## src/sv/cbt_pkg.sv

```systemverilog
// Shared constants, codes and controller interface types of the channel binding table.
package cbt_pkg;

    localparam int SLOT_COUNT   = 16;
    localparam int CHANNEL_BITS = 8;
    localparam int PAYLOAD_BITS = 32;

    localparam int IDX_W      = (SLOT_COUNT > 1) ? $clog2(SLOT_COUNT) : 1;
    localparam int COUNT_W    = $clog2(SLOT_COUNT + 1);
    localparam int CH_COUNT   = 1 << CHANNEL_BITS;
    // Lowest free channel can never exceed the number of slots
    localparam int FREE_W     = (SLOT_COUNT + 1 < CH_COUNT) ? SLOT_COUNT + 1 : CH_COUNT;
    localparam int FREE_IDX_W = $clog2(FREE_W);
    localparam int LIST_MAX   = (SLOT_COUNT < 16) ? SLOT_COUNT : 16;
    localparam int LIST_W     = $clog2(LIST_MAX + 1);
    localparam int KEY_W      = CHANNEL_BITS + IDX_W;

    // Field widths of the request and result items
    localparam int OP_W     = 3;
    localparam int HOST_W   = 64;
    localparam int PORT_W   = 16;
    localparam int CH_W     = 9;
    localparam int PAY_W    = 32;
    localparam int LIMIT_W  = 5;
    localparam int STATUS_W = 3;
    localparam int ACT_W    = 5;
    localparam int TDATA_W  = 136;

    // Operation codes
    localparam logic [OP_W-1:0] OP_ADD    = 3'd0;
    localparam logic [OP_W-1:0] OP_UPSERT = 3'd1;
    localparam logic [OP_W-1:0] OP_REMOVE = 3'd2;
    localparam logic [OP_W-1:0] OP_GET    = 3'd3;
    localparam logic [OP_W-1:0] OP_FIND   = 3'd4;
    localparam logic [OP_W-1:0] OP_LIST   = 3'd5;

    // Status codes
    localparam logic [STATUS_W-1:0] STATUS_OK     = 3'd0;
    localparam logic [STATUS_W-1:0] STATUS_BAD    = 3'd1;
    localparam logic [STATUS_W-1:0] STATUS_FULL   = 3'd2;
    localparam logic [STATUS_W-1:0] STATUS_NFOUND = 3'd3;
    localparam logic [STATUS_W-1:0] STATUS_EMPTY  = 3'd4;

    typedef enum logic [2:0] {
        ST_IDLE,
        ST_SCAN,
        ST_DECIDE,
        ST_EMIT,
        ST_LSCAN,
        ST_LOUT
    } cbt_state_t;

    typedef struct packed {
        logic             load_req;
        logic             scan_step;
        logic             decide;
        logic             lscan_step;
        logic             list_out;
        logic [IDX_W-1:0] idx;
    } cbt_cmd_t;

    typedef struct packed {
        logic list_more;
    } cbt_sts_t;

endpackage

```

## src/sv/channel_binding_table_core.sv

```systemverilog
// Top level of the channel binding table: controller and datapath.
// Binds host key and port to channel numbers in a table of SLOT_COUNT slots and
// takes one request at a time. Every request first reads all slots through one
// read port, one slot per cycle, then passes the decide state, so a request with
// a single result is offered after the slot pass and decision, and waits until
// it is taken. A list request with n entries then makes one more full slot pass
// and one output state for each entry that it returns, and each result also
// waits in the emit state until it is taken.
// No new request is taken until the last result of the current one has been
// taken; the block then returns to idle, where it accepts the next request.
// No clearing pass is needed after reset.
module channel_binding_table_core
    import cbt_pkg::*;
(
    input  logic               aclk,
    input  logic               aresetn,
    input  logic               s_tvalid,
    output logic               s_tready,
    // op[2:0], host_key[66:3], port[82:67], channel[91:83], payload[123:92],
    // limit[128:124]
    input  logic [TDATA_W-1:0] s_tdata,
    output logic               m_tvalid,
    input  logic               m_tready,
    // status[2:0], channel_out[11:3], host_out[75:12], port_out[91:76],
    // payload_out[123:92], active_count[128:124]
    output logic [TDATA_W-1:0] m_tdata,
    output logic               m_tlast
);

    cbt_cmd_t cmd;
    cbt_sts_t sts;

    cbt_ctrl u_ctrl (
        .aclk     (aclk),
        .aresetn  (aresetn),
        .s_tvalid (s_tvalid),
        .s_tready (s_tready),
        .m_tvalid (m_tvalid),
        .m_tready (m_tready),
        .sts      (sts),
        .cmd      (cmd)
    );

    cbt_dp u_dp (
        .aclk    (aclk),
        .aresetn (aresetn),
        .cmd     (cmd),
        .sts     (sts),
        .s_tdata (s_tdata),
        .m_tdata (m_tdata),
        .m_tlast (m_tlast)
    );

endmodule

```

## src/sv/cbt_ctrl.sv

```systemverilog
// Controller state machine: sequences slot scans, decision and result handshakes.
module cbt_ctrl
    import cbt_pkg::*;
(
    input  logic     aclk,
    input  logic     aresetn,
    input  logic     s_tvalid,
    output logic     s_tready,
    output logic     m_tvalid,
    input  logic     m_tready,
    input  cbt_sts_t sts,
    output cbt_cmd_t cmd
);

    cbt_state_t       state_reg, state_next;
    logic [IDX_W-1:0] idx_reg, idx_next;
    logic             idx_last;

    assign idx_last = (idx_reg == IDX_W'(SLOT_COUNT - 1));

    // Next state and scan index
    always_comb begin
        state_next = state_reg;
        idx_next   = '0;
        case (state_reg)
            ST_IDLE: begin
                if (s_tvalid) state_next = ST_SCAN;
            end
            ST_SCAN: begin
                idx_next = idx_last ? '0 : idx_reg + 1'b1;
                if (idx_last) state_next = ST_DECIDE;
            end
            ST_DECIDE: begin
                state_next = sts.list_more ? ST_LSCAN : ST_EMIT;
            end
            ST_EMIT: begin
                if (m_tready) state_next = sts.list_more ? ST_LSCAN : ST_IDLE;
            end
            ST_LSCAN: begin
                idx_next = idx_last ? '0 : idx_reg + 1'b1;
                if (idx_last) state_next = ST_LOUT;
            end
            ST_LOUT: begin
                state_next = ST_EMIT;
            end
            default: begin
                state_next = ST_IDLE;
            end
        endcase
    end

    // Drive handshakes and datapath commands
    always_comb begin
        s_tready       = (state_reg == ST_IDLE);
        m_tvalid       = (state_reg == ST_EMIT);
        cmd.load_req   = (state_reg == ST_IDLE) && s_tvalid;
        cmd.scan_step  = (state_reg == ST_SCAN);
        cmd.decide     = (state_reg == ST_DECIDE);
        cmd.lscan_step = (state_reg == ST_LSCAN);
        cmd.list_out   = (state_reg == ST_LOUT);
        cmd.idx        = idx_reg;
    end

    always_ff @(posedge aclk) begin
        if (!aresetn) begin
            state_reg <= ST_IDLE;
            idx_reg   <= '0;
        end else begin
            state_reg <= state_next;
            idx_reg   <= idx_next;
        end
    end

endmodule

```

## src/sv/cbt_dp.sv

```systemverilog
// Datapath: slot registers, scan accumulators, decision logic and result register.
module cbt_dp
    import cbt_pkg::*;
(
    input  logic               aclk,
    input  logic               aresetn,
    input  cbt_cmd_t           cmd,
    output cbt_sts_t           sts,
    input  logic [TDATA_W-1:0] s_tdata,
    output logic [TDATA_W-1:0] m_tdata,
    output logic               m_tlast
);

    // Slot store
    logic                    valid_reg [SLOT_COUNT];
    logic [HOST_W-1:0]       host_reg  [SLOT_COUNT];
    logic [PORT_W-1:0]       port_reg  [SLOT_COUNT];
    logic [CHANNEL_BITS-1:0] chan_reg  [SLOT_COUNT];
    logic [PAYLOAD_BITS-1:0] pay_reg   [SLOT_COUNT];
    logic [COUNT_W-1:0]      used_reg;

    // Latched request
    logic [OP_W-1:0]    req_op_reg;
    logic [HOST_W-1:0]  req_host_reg;
    logic [PORT_W-1:0]  req_port_reg;
    logic [CH_W-1:0]    req_ch_reg;
    logic [PAY_W-1:0]   req_pay_reg;
    logic [LIMIT_W-1:0] req_limit_reg;

    // Scan accumulators
    logic                    ch_found_reg, host_found_reg, free_found_reg;
    logic [IDX_W-1:0]        ch_slot_reg, free_slot_reg;
    logic [CHANNEL_BITS-1:0] host_ch_reg;
    logic [FREE_W-1:0]       used_map_reg;
    logic [SLOT_COUNT-1:0]   mask_reg;
    logic [LIST_W-1:0]       sel_cnt_reg, emit_cnt_reg;

    // List ordering state
    logic             prev_valid_reg, best_valid_reg;
    logic [KEY_W-1:0] prev_key_reg, best_key_reg;
    logic [IDX_W-1:0] best_slot_reg;

    // Result register
    logic [STATUS_W-1:0] res_status_reg;
    logic [CH_W-1:0]     res_ch_reg;
    logic [HOST_W-1:0]   res_host_reg;
    logic [PORT_W-1:0]   res_port_reg;
    logic [PAY_W-1:0]    res_pay_reg;
    logic [ACT_W-1:0]    res_act_reg;
    logic                res_last_reg;

    logic [IDX_W-1:0]        rd_idx;
    logic                    rd_valid;
    logic [HOST_W-1:0]       rd_host;
    logic [PORT_W-1:0]       rd_port;
    logic [CHANNEL_BITS-1:0] rd_chan;
    logic [PAYLOAD_BITS-1:0] rd_pay;
    logic                    ch_ok, hit_ch, hit_host;
    logic [FREE_W-1:0]       map_set;
    logic [LIST_W-1:0]       cap;
    logic                    low_found;
    logic [FREE_IDX_W-1:0]   low_free;
    logic [KEY_W-1:0]        key_cur;
    logic                    take;

    logic [STATUS_W-1:0]     d_status;
    logic [CH_W-1:0]         d_ch;
    logic                    d_data, wr_en, clr_en, inc, dec;
    logic [IDX_W-1:0]        wr_idx;
    logic [CHANNEL_BITS-1:0] wr_chan;
    logic [COUNT_W-1:0]      used_next;

    // Select the one slot read this cycle
    always_comb begin
        if (cmd.list_out) rd_idx = best_slot_reg;
        else if (cmd.decide) rd_idx = ch_slot_reg;
        else rd_idx = cmd.idx;
        rd_valid = valid_reg[rd_idx];
        rd_host  = host_reg[rd_idx];
        rd_port  = port_reg[rd_idx];
        rd_chan  = chan_reg[rd_idx];
        rd_pay   = pay_reg[rd_idx];
    end

    // Compare the scanned slot against the request
    always_comb begin
        ch_ok    = !req_ch_reg[CH_W-1] && (32'(req_ch_reg[CH_W-2:0]) < CH_COUNT);
        hit_ch   = rd_valid && ch_ok && (32'(rd_chan) == 32'(req_ch_reg[CH_W-2:0]));
        hit_host = rd_valid && (rd_host == req_host_reg) && (rd_port == req_port_reg);
        map_set  = '0;
        for (int j = 0; j < FREE_W; j++) begin
            if (rd_valid && (32'(rd_chan) == j)) map_set[j] = 1'b1;
        end
        if (32'(req_limit_reg) > LIST_MAX) cap = LIST_W'(LIST_MAX);
        else cap = LIST_W'(req_limit_reg);
    end

    // Find the lowest channel not in use
    always_comb begin
        low_found = 1'b0;
        low_free  = '0;
        for (int j = FREE_W - 1; j >= 0; j--) begin
            if (!used_map_reg[j]) begin
                low_found = 1'b1;
                low_free  = FREE_IDX_W'(j);
            end
        end
    end

    // Pick the next list entry: smallest key above the one emitted last
    always_comb begin
        key_cur = {rd_chan, cmd.idx};
        take    = mask_reg[cmd.idx]
                  && (!prev_valid_reg || (key_cur > prev_key_reg))
                  && (!best_valid_reg || (cmd.idx == '0) || (key_cur < best_key_reg));
    end

    // Decide the outcome of a single-result operation
    always_comb begin
        d_status = STATUS_OK;
        d_ch     = '1;
        d_data   = 1'b0;
        wr_en    = 1'b0;
        clr_en   = 1'b0;
        inc      = 1'b0;
        dec      = 1'b0;
        wr_idx   = free_slot_reg;
        wr_chan  = CHANNEL_BITS'(req_ch_reg[CH_W-2:0]);
        case (req_op_reg)
            OP_ADD: begin
                if (req_host_reg == '0) begin
                    d_status = STATUS_BAD;
                end else if (host_found_reg) begin
                    d_ch = CH_W'(host_ch_reg);
                end else if (!free_found_reg) begin
                    d_status = STATUS_FULL;
                end else if (ch_ok && !ch_found_reg) begin
                    wr_en = 1'b1;
                    inc   = 1'b1;
                    d_ch  = req_ch_reg;
                end else if (low_found) begin
                    wr_en   = 1'b1;
                    inc     = 1'b1;
                    wr_chan = CHANNEL_BITS'(low_free);
                    d_ch    = CH_W'(low_free);
                end else begin
                    d_status = STATUS_FULL;
                end
            end
            OP_UPSERT: begin
                if ((req_host_reg == '0) || !ch_ok) begin
                    d_status = STATUS_BAD;
                end else if (ch_found_reg) begin
                    wr_en  = 1'b1;
                    wr_idx = ch_slot_reg;
                    d_ch   = req_ch_reg;
                end else if (free_found_reg) begin
                    wr_en = 1'b1;
                    inc   = 1'b1;
                    d_ch  = req_ch_reg;
                end else begin
                    d_status = STATUS_FULL;
                end
            end
            OP_REMOVE: begin
                if (ch_found_reg) begin
                    clr_en = 1'b1;
                    dec    = (used_reg != '0);
                    d_ch   = req_ch_reg;
                end else begin
                    d_status = STATUS_NFOUND;
                end
            end
            OP_GET: begin
                if (ch_found_reg) begin
                    d_ch   = CH_W'(rd_chan);
                    d_data = 1'b1;
                end else begin
                    d_status = STATUS_NFOUND;
                end
            end
            OP_FIND: begin
                if (host_found_reg) d_ch = CH_W'(host_ch_reg);
                else d_status = STATUS_NFOUND;
            end
            OP_LIST: begin
                d_status = STATUS_EMPTY;
            end
            default: begin
                d_status = STATUS_BAD;
            end
        endcase
        used_next = used_reg;
        if (inc) used_next = used_reg + 1'b1;
        if (dec) used_next = used_reg - 1'b1;
    end

    // Slot store updates
    always_ff @(posedge aclk) begin
        if (!aresetn) begin
            for (int i = 0; i < SLOT_COUNT; i++) valid_reg[i] <= 1'b0;
            used_reg <= '0;
        end else if (cmd.decide) begin
            if (wr_en) valid_reg[wr_idx] <= 1'b1;
            if (clr_en) valid_reg[ch_slot_reg] <= 1'b0;
            used_reg <= used_next;
        end
    end

    always_ff @(posedge aclk) begin
        if (cmd.decide && wr_en) begin
            host_reg[wr_idx] <= req_host_reg;
            port_reg[wr_idx] <= req_port_reg;
            chan_reg[wr_idx] <= wr_chan;
            pay_reg[wr_idx]  <= PAYLOAD_BITS'(req_pay_reg);
        end
    end

    // Latch the request, clear the scan state, and update it during scans and list output
    always_ff @(posedge aclk) begin
        if (cmd.load_req) begin
            req_op_reg     <= s_tdata[2:0];
            req_host_reg   <= s_tdata[66:3];
            req_port_reg   <= s_tdata[82:67];
            req_ch_reg     <= s_tdata[91:83];
            req_pay_reg    <= s_tdata[123:92];
            req_limit_reg  <= s_tdata[128:124];
            ch_found_reg   <= 1'b0;
            host_found_reg <= 1'b0;
            free_found_reg <= 1'b0;
            used_map_reg   <= '0;
            mask_reg       <= '0;
            sel_cnt_reg    <= '0;
            emit_cnt_reg   <= '0;
            prev_valid_reg <= 1'b0;
        end else if (cmd.scan_step) begin
            if (hit_ch && !ch_found_reg) begin
                ch_found_reg <= 1'b1;
                ch_slot_reg  <= cmd.idx;
            end
            if (hit_host && !host_found_reg) begin
                host_found_reg <= 1'b1;
                host_ch_reg    <= rd_chan;
            end
            if (!rd_valid && !free_found_reg) begin
                free_found_reg <= 1'b1;
                free_slot_reg  <= cmd.idx;
            end
            used_map_reg <= used_map_reg | map_set;
            if (rd_valid && (sel_cnt_reg < cap)) begin
                mask_reg[cmd.idx] <= 1'b1;
                sel_cnt_reg       <= sel_cnt_reg + 1'b1;
            end
        end else if (cmd.lscan_step) begin
            if (cmd.idx == '0) best_valid_reg <= take;
            else if (take) best_valid_reg <= 1'b1;
            if (take) begin
                best_key_reg  <= key_cur;
                best_slot_reg <= cmd.idx;
            end
        end else if (cmd.list_out) begin
            prev_valid_reg <= 1'b1;
            prev_key_reg   <= best_key_reg;
            emit_cnt_reg   <= emit_cnt_reg + 1'b1;
        end
    end

    // Load the result register
    always_ff @(posedge aclk) begin
        if (cmd.decide) begin
            res_status_reg <= d_status;
            res_ch_reg     <= d_ch;
            res_host_reg   <= d_data ? rd_host : '0;
            res_port_reg   <= d_data ? rd_port : '0;
            res_pay_reg    <= d_data ? PAY_W'(rd_pay) : '0;
            res_act_reg    <= ACT_W'(used_next);
            res_last_reg   <= 1'b1;
        end else if (cmd.list_out) begin
            res_status_reg <= STATUS_OK;
            res_ch_reg     <= CH_W'(rd_chan);
            res_host_reg   <= rd_host;
            res_port_reg   <= rd_port;
            res_pay_reg    <= PAY_W'(rd_pay);
            res_act_reg    <= ACT_W'(used_reg);
            res_last_reg   <= ((emit_cnt_reg + 1'b1) == sel_cnt_reg);
        end
    end

    assign sts.list_more = (req_op_reg == OP_LIST) && (emit_cnt_reg != sel_cnt_reg);
    assign m_tdata = {7'b0, res_act_reg, res_pay_reg, res_port_reg, res_host_reg,
                      res_ch_reg, res_status_reg};
    assign m_tlast = res_last_reg;

endmodule

```

## config.mk

```make
export PLATFORM = sky130hd
export DESIGN_NAME = channel_binding_table_core
export DESIGN_NICKNAME = d
export VERILOG_FILES = /design/src/sv/cbt_pkg.sv /design/src/sv/channel_binding_table_core.sv /design/src/sv/cbt_ctrl.sv /design/src/sv/cbt_dp.sv
export SDC_FILE = /design/constraint.sdc
export NUM_CORES = 2
export LEC_CHECK = 0
export BUFFER_PORTS_ARGS = -buffer_cell sky130_fd_sc_hd__buf_2
export CAP_MARGIN = 20
export CORE_ASPECT_RATIO = 1.1
export CORE_MARGIN = 1.5
export CORE_UTILIZATION = 50
export DETAILED_ROUTE_END_ITERATION = 10
export GPL_ROUTABILITY_DRIVEN = 0
export HOLD_SLACK_MARGIN = 0.1
export PLACE_DENSITY = 0.69
export SLEW_MARGIN = 20
export SYNTH_ARGS = -nofsm -noshare
export SYNTH_HDL_FRONTEND = slang
export SYNTH_SLANG_ARGS = --single-unit
```

## constraint.sdc

```tcl
create_clock -name aclk -period 8.02 [get_ports aclk]
set_input_delay 1.203 -clock aclk [delete_from_list [all_inputs] [get_ports aclk]]
set_output_delay 1.203 -clock aclk [all_outputs]
set_load 0.05 [all_outputs]
```

==> flow_metrics.py <==
metrics = {
    "clock_network": {
        "cts_tree": "yes",
        "clock_latency_ns": 0.89,
        "hold_buffers": 0,
        "htreeDepth": 4,
        "cts_resized": 0,
        "cts.clk_slew.worst_paths_ns": 0.07,
        "post_cts_buffers": 0,
        "clock-sinks": 2295,
        "cts_buffers": 220,
        "cts-root-buf": "clkbuf_16",
        "clockBufferDepth": 3,
    },
    "drt": {
        "wl_met2_mm": 124.0,
        "detail_route.wl_per_cell_um": 31.77,
        "drc": 0,
        "met1_length_mm": 99.45,
        "drtPass1Iterations": 6,
        "drt_iter0_markers": 8305,
        "ant_nets": 0,
        "vias": 55390,
        "detail_route.wirelength_mm": 268.6,
        "viasPerCell": 6.552,
        "met3WireLength_mm": 29.93,
        "highest_layer": "met5",
    },
    "yosys": {
        "synthCells": 5477,
        "syn_area_sq_um": 92230,
        "ys_top_cells_by_count": "edfxtp_1 (2219), nand2_1 (379), mux2i_1 (342)",
        "async_flop_share": 0,
        "ys_seq_area_frac": 0.7390,
        "yosys.area.top_type": "edfxtp_1",
        "dominantRegCellSynth": "edfxtp_1",
        "ys_ff_latch": 2295,
        "yosysMostFrequentCell": "edfxtp_1",
        "syn_area_per_cell_sq_um": 16.84,
        "synth_top_area_frac": 0.7225,
        "synth_edf_count": 2219,
        "synthDistinctLibCells": 92,
        "synth.area.top_cells": "edfxtp_1 (72%), mux4_2 (5.0%), mux2i_1 (3.7%), dfxtp_1 (1.6%), nand2_1 (1.5%)",
        "yosysWarnings": 0,
    },
    "power": {
        "power.density_nw_per_um2": 287.1,
        "finalPower_mw": 29.95,
        "leakagePower_nw": 34.85,
        "ir_worst_vdd_uv": 262.3,
    },
    "timing": {
        "rsz0062_at_grt": "false",
        "worst_hold_slack_ns": 0.4513,
        "tns_ns": 0,
        "tightest_slew_ns": 1.289,
        "finalHoldViolations": 0,
        "setup_viol": 0,
        "max_slew_margin": 0.1380,
        "max_freq_ghz": 0.1394,
        "fin_crit_ns": 7.171,
        "drv_slew": 0,
        "finClkSkew_ns": 0.03736,
        "min_period_over_period": 0.8942,
    },
    "worst_setup_path": {
        "crit_type": "flip-flop to flip-flop",
        "path_max_fanout": 64,
        "crit_path_start": "u_ctrl.state_reg[1]",
        "critPathArrivalTime_ns": 7.74,
        "crit_path_end_kind": "flip-flop",
        "crit_required_ns": 8.59,
        "r2r_start": "u_ctrl.state_reg[1]",
        "start_kind": "flip-flop",
    },
    "cells_and_area": {
        "drive_above_1_share": 0.1809,
        "final_area_sq_um": 104300,
        "largest_register_ffs": 1024,
        "nets": 6017,
        "syn2layout_area_growth_pct": 13.11,
    },
    "min_path": {
        "hp-start": "u_dp.best_key_reg[9]",
        "hold_path.class": "flip-flop to flip-flop",
    },
    "global_routing": {
        "antenna_found_initial": 14,
        "gr-total-overflow": 0,
        "grt_pass1_wl_mm": 378.3,
        "grt_max_degree": 133,
        "grtUsageTotal": 0.2833,
        "grt_pass1_vias": 53260,
    },
    "die": {
        "initial_core_util": 0.5025,
        "ios": 279,
        "core_area_sq_um": 183500,
        "rows": 165,
        "die_w_um": 412.5,
        "die_h_um": 453.5,
        "fp.dieArea_sq_um": 187100,
    },
    "place": {
        "port_buffers": 264,
        "hpwl_mm": 154.4,
        "dpl_cell_area_sq_um": 97420,
    },
    "flow_run": {
        "drv_cap": 0,
    },
    "run_status": {
        "status": "finished, final reports clean",
    },
}
[per-layer routing]
layer / vias to the layer above / global-route usage
met5: - / 0
met4: 24 / 0.1438
met3: 716 / 0.06381
met2: 3680 / 0.4395
met1: 28150 / 0.3774
li1: 22820 / -
[where the power goes]
| part | leakage [nW] | total (mW) | internal (mW) | switching, mW |
|---|---|---|---|---|
| sequential | 20.6 | 14.2 | 13.8 | 0.417 |
| clock | 3.32 | 9.96 | 5.49 | 4.47 |
| combinational | 10.9 | 5.79 | 1.85 | 3.95 |
[final timing paths]
| kind | end | slack [ns] | depth (start not counted) |
|---|---|---|---|
| max | u_dp.host_ch_reg[1] | 0.85 | 13 |
| min | u_dp.prev_key_reg[9] | 0.45 | 0 |
| max reg2reg | u_dp.host_ch_reg[1] | 0.85 | 13 |
| min reg2reg | u_dp.prev_key_reg[9] | 0.45 | 0 |
[cell type report]
class / count / area [sq um]
Fill cell: 13920 / 79210
Sequential cell: 2295 / 68160
Multi-Input combinational cell: 2787 / 22600
Clock buffer: 279 / 5822
Timing Repair Buffer: 470 / 3403
Tap cell: 2421 / 3029
Clock inverter: 131 / 1044
Inverter: 68 / 262.8
Antenna cell: 2 / 5.005
[cell usage in the layout, fill, tap and decap left out, types with 46 or more instances in the layout]
cell / instances
edfxtp_1: 2219
nand2_1: 376
mux2i_1: 342
buf_2: 265
clkbuf_16: 224
mux4_2: 203
buf_4: 162
and3_1: 150
nor2_1: 149
a211oi_1: 141
o21ai_0: 115
a22oi_1: 113
a21oi_1: 111
nand3_1: 102
dfxtp_1: 76
inv_1: 66
nand4_1: 58
clkinv_1: 56
nor2b_1: 54
clkbuf_1: 54
a31oi_1: 53
xnor2_1: 47
a221oi_1: 46
[stage by stage]
step                worst slack [ns]  cells    util
finish                        0.8486   8453  0.5684
global route                  0.7843   8451  0.5684
CTS                            1.085   8450  0.5682
detailed placement             1.136   8040  0.5308
global placement               1.089   8040  0.5307
floorplan                     0.3031   5483       -
[worst max-delay path, stage by stage (launching register included)]
cell	delay, ns
dfxtp_1	0.71
nor3b_4	0.85
nand2_2	0.44
nand3_4	0.81
buf_12	0.45
mux2i_1	0.25
a22oi_1	0.12
and4_1	0.27
xnor2_1	0.83
nand4_1	0.47
nor4_2	0.43
nand4_1	0.16
nor4_2	0.65
buf_4	0.31
[logic make-up after synthesis]
| logic type | share of synthesized area |
|---|---|
| flip-flops | 0.7390 |
| AND/OR/NAND/NOR | 0.06505 |
| AO/OA/AOI/OAI | 0.07286 |
| multiplexers | 0.08974 |
| buffers and inverters | 0.02044 |
| XOR/XNOR | 0.008167 |
| adder cells (fa/ha/maj) | 0.004748 |
| other | 0.00004066 |
Note: power is estimated with default switching activity, not from simulation.
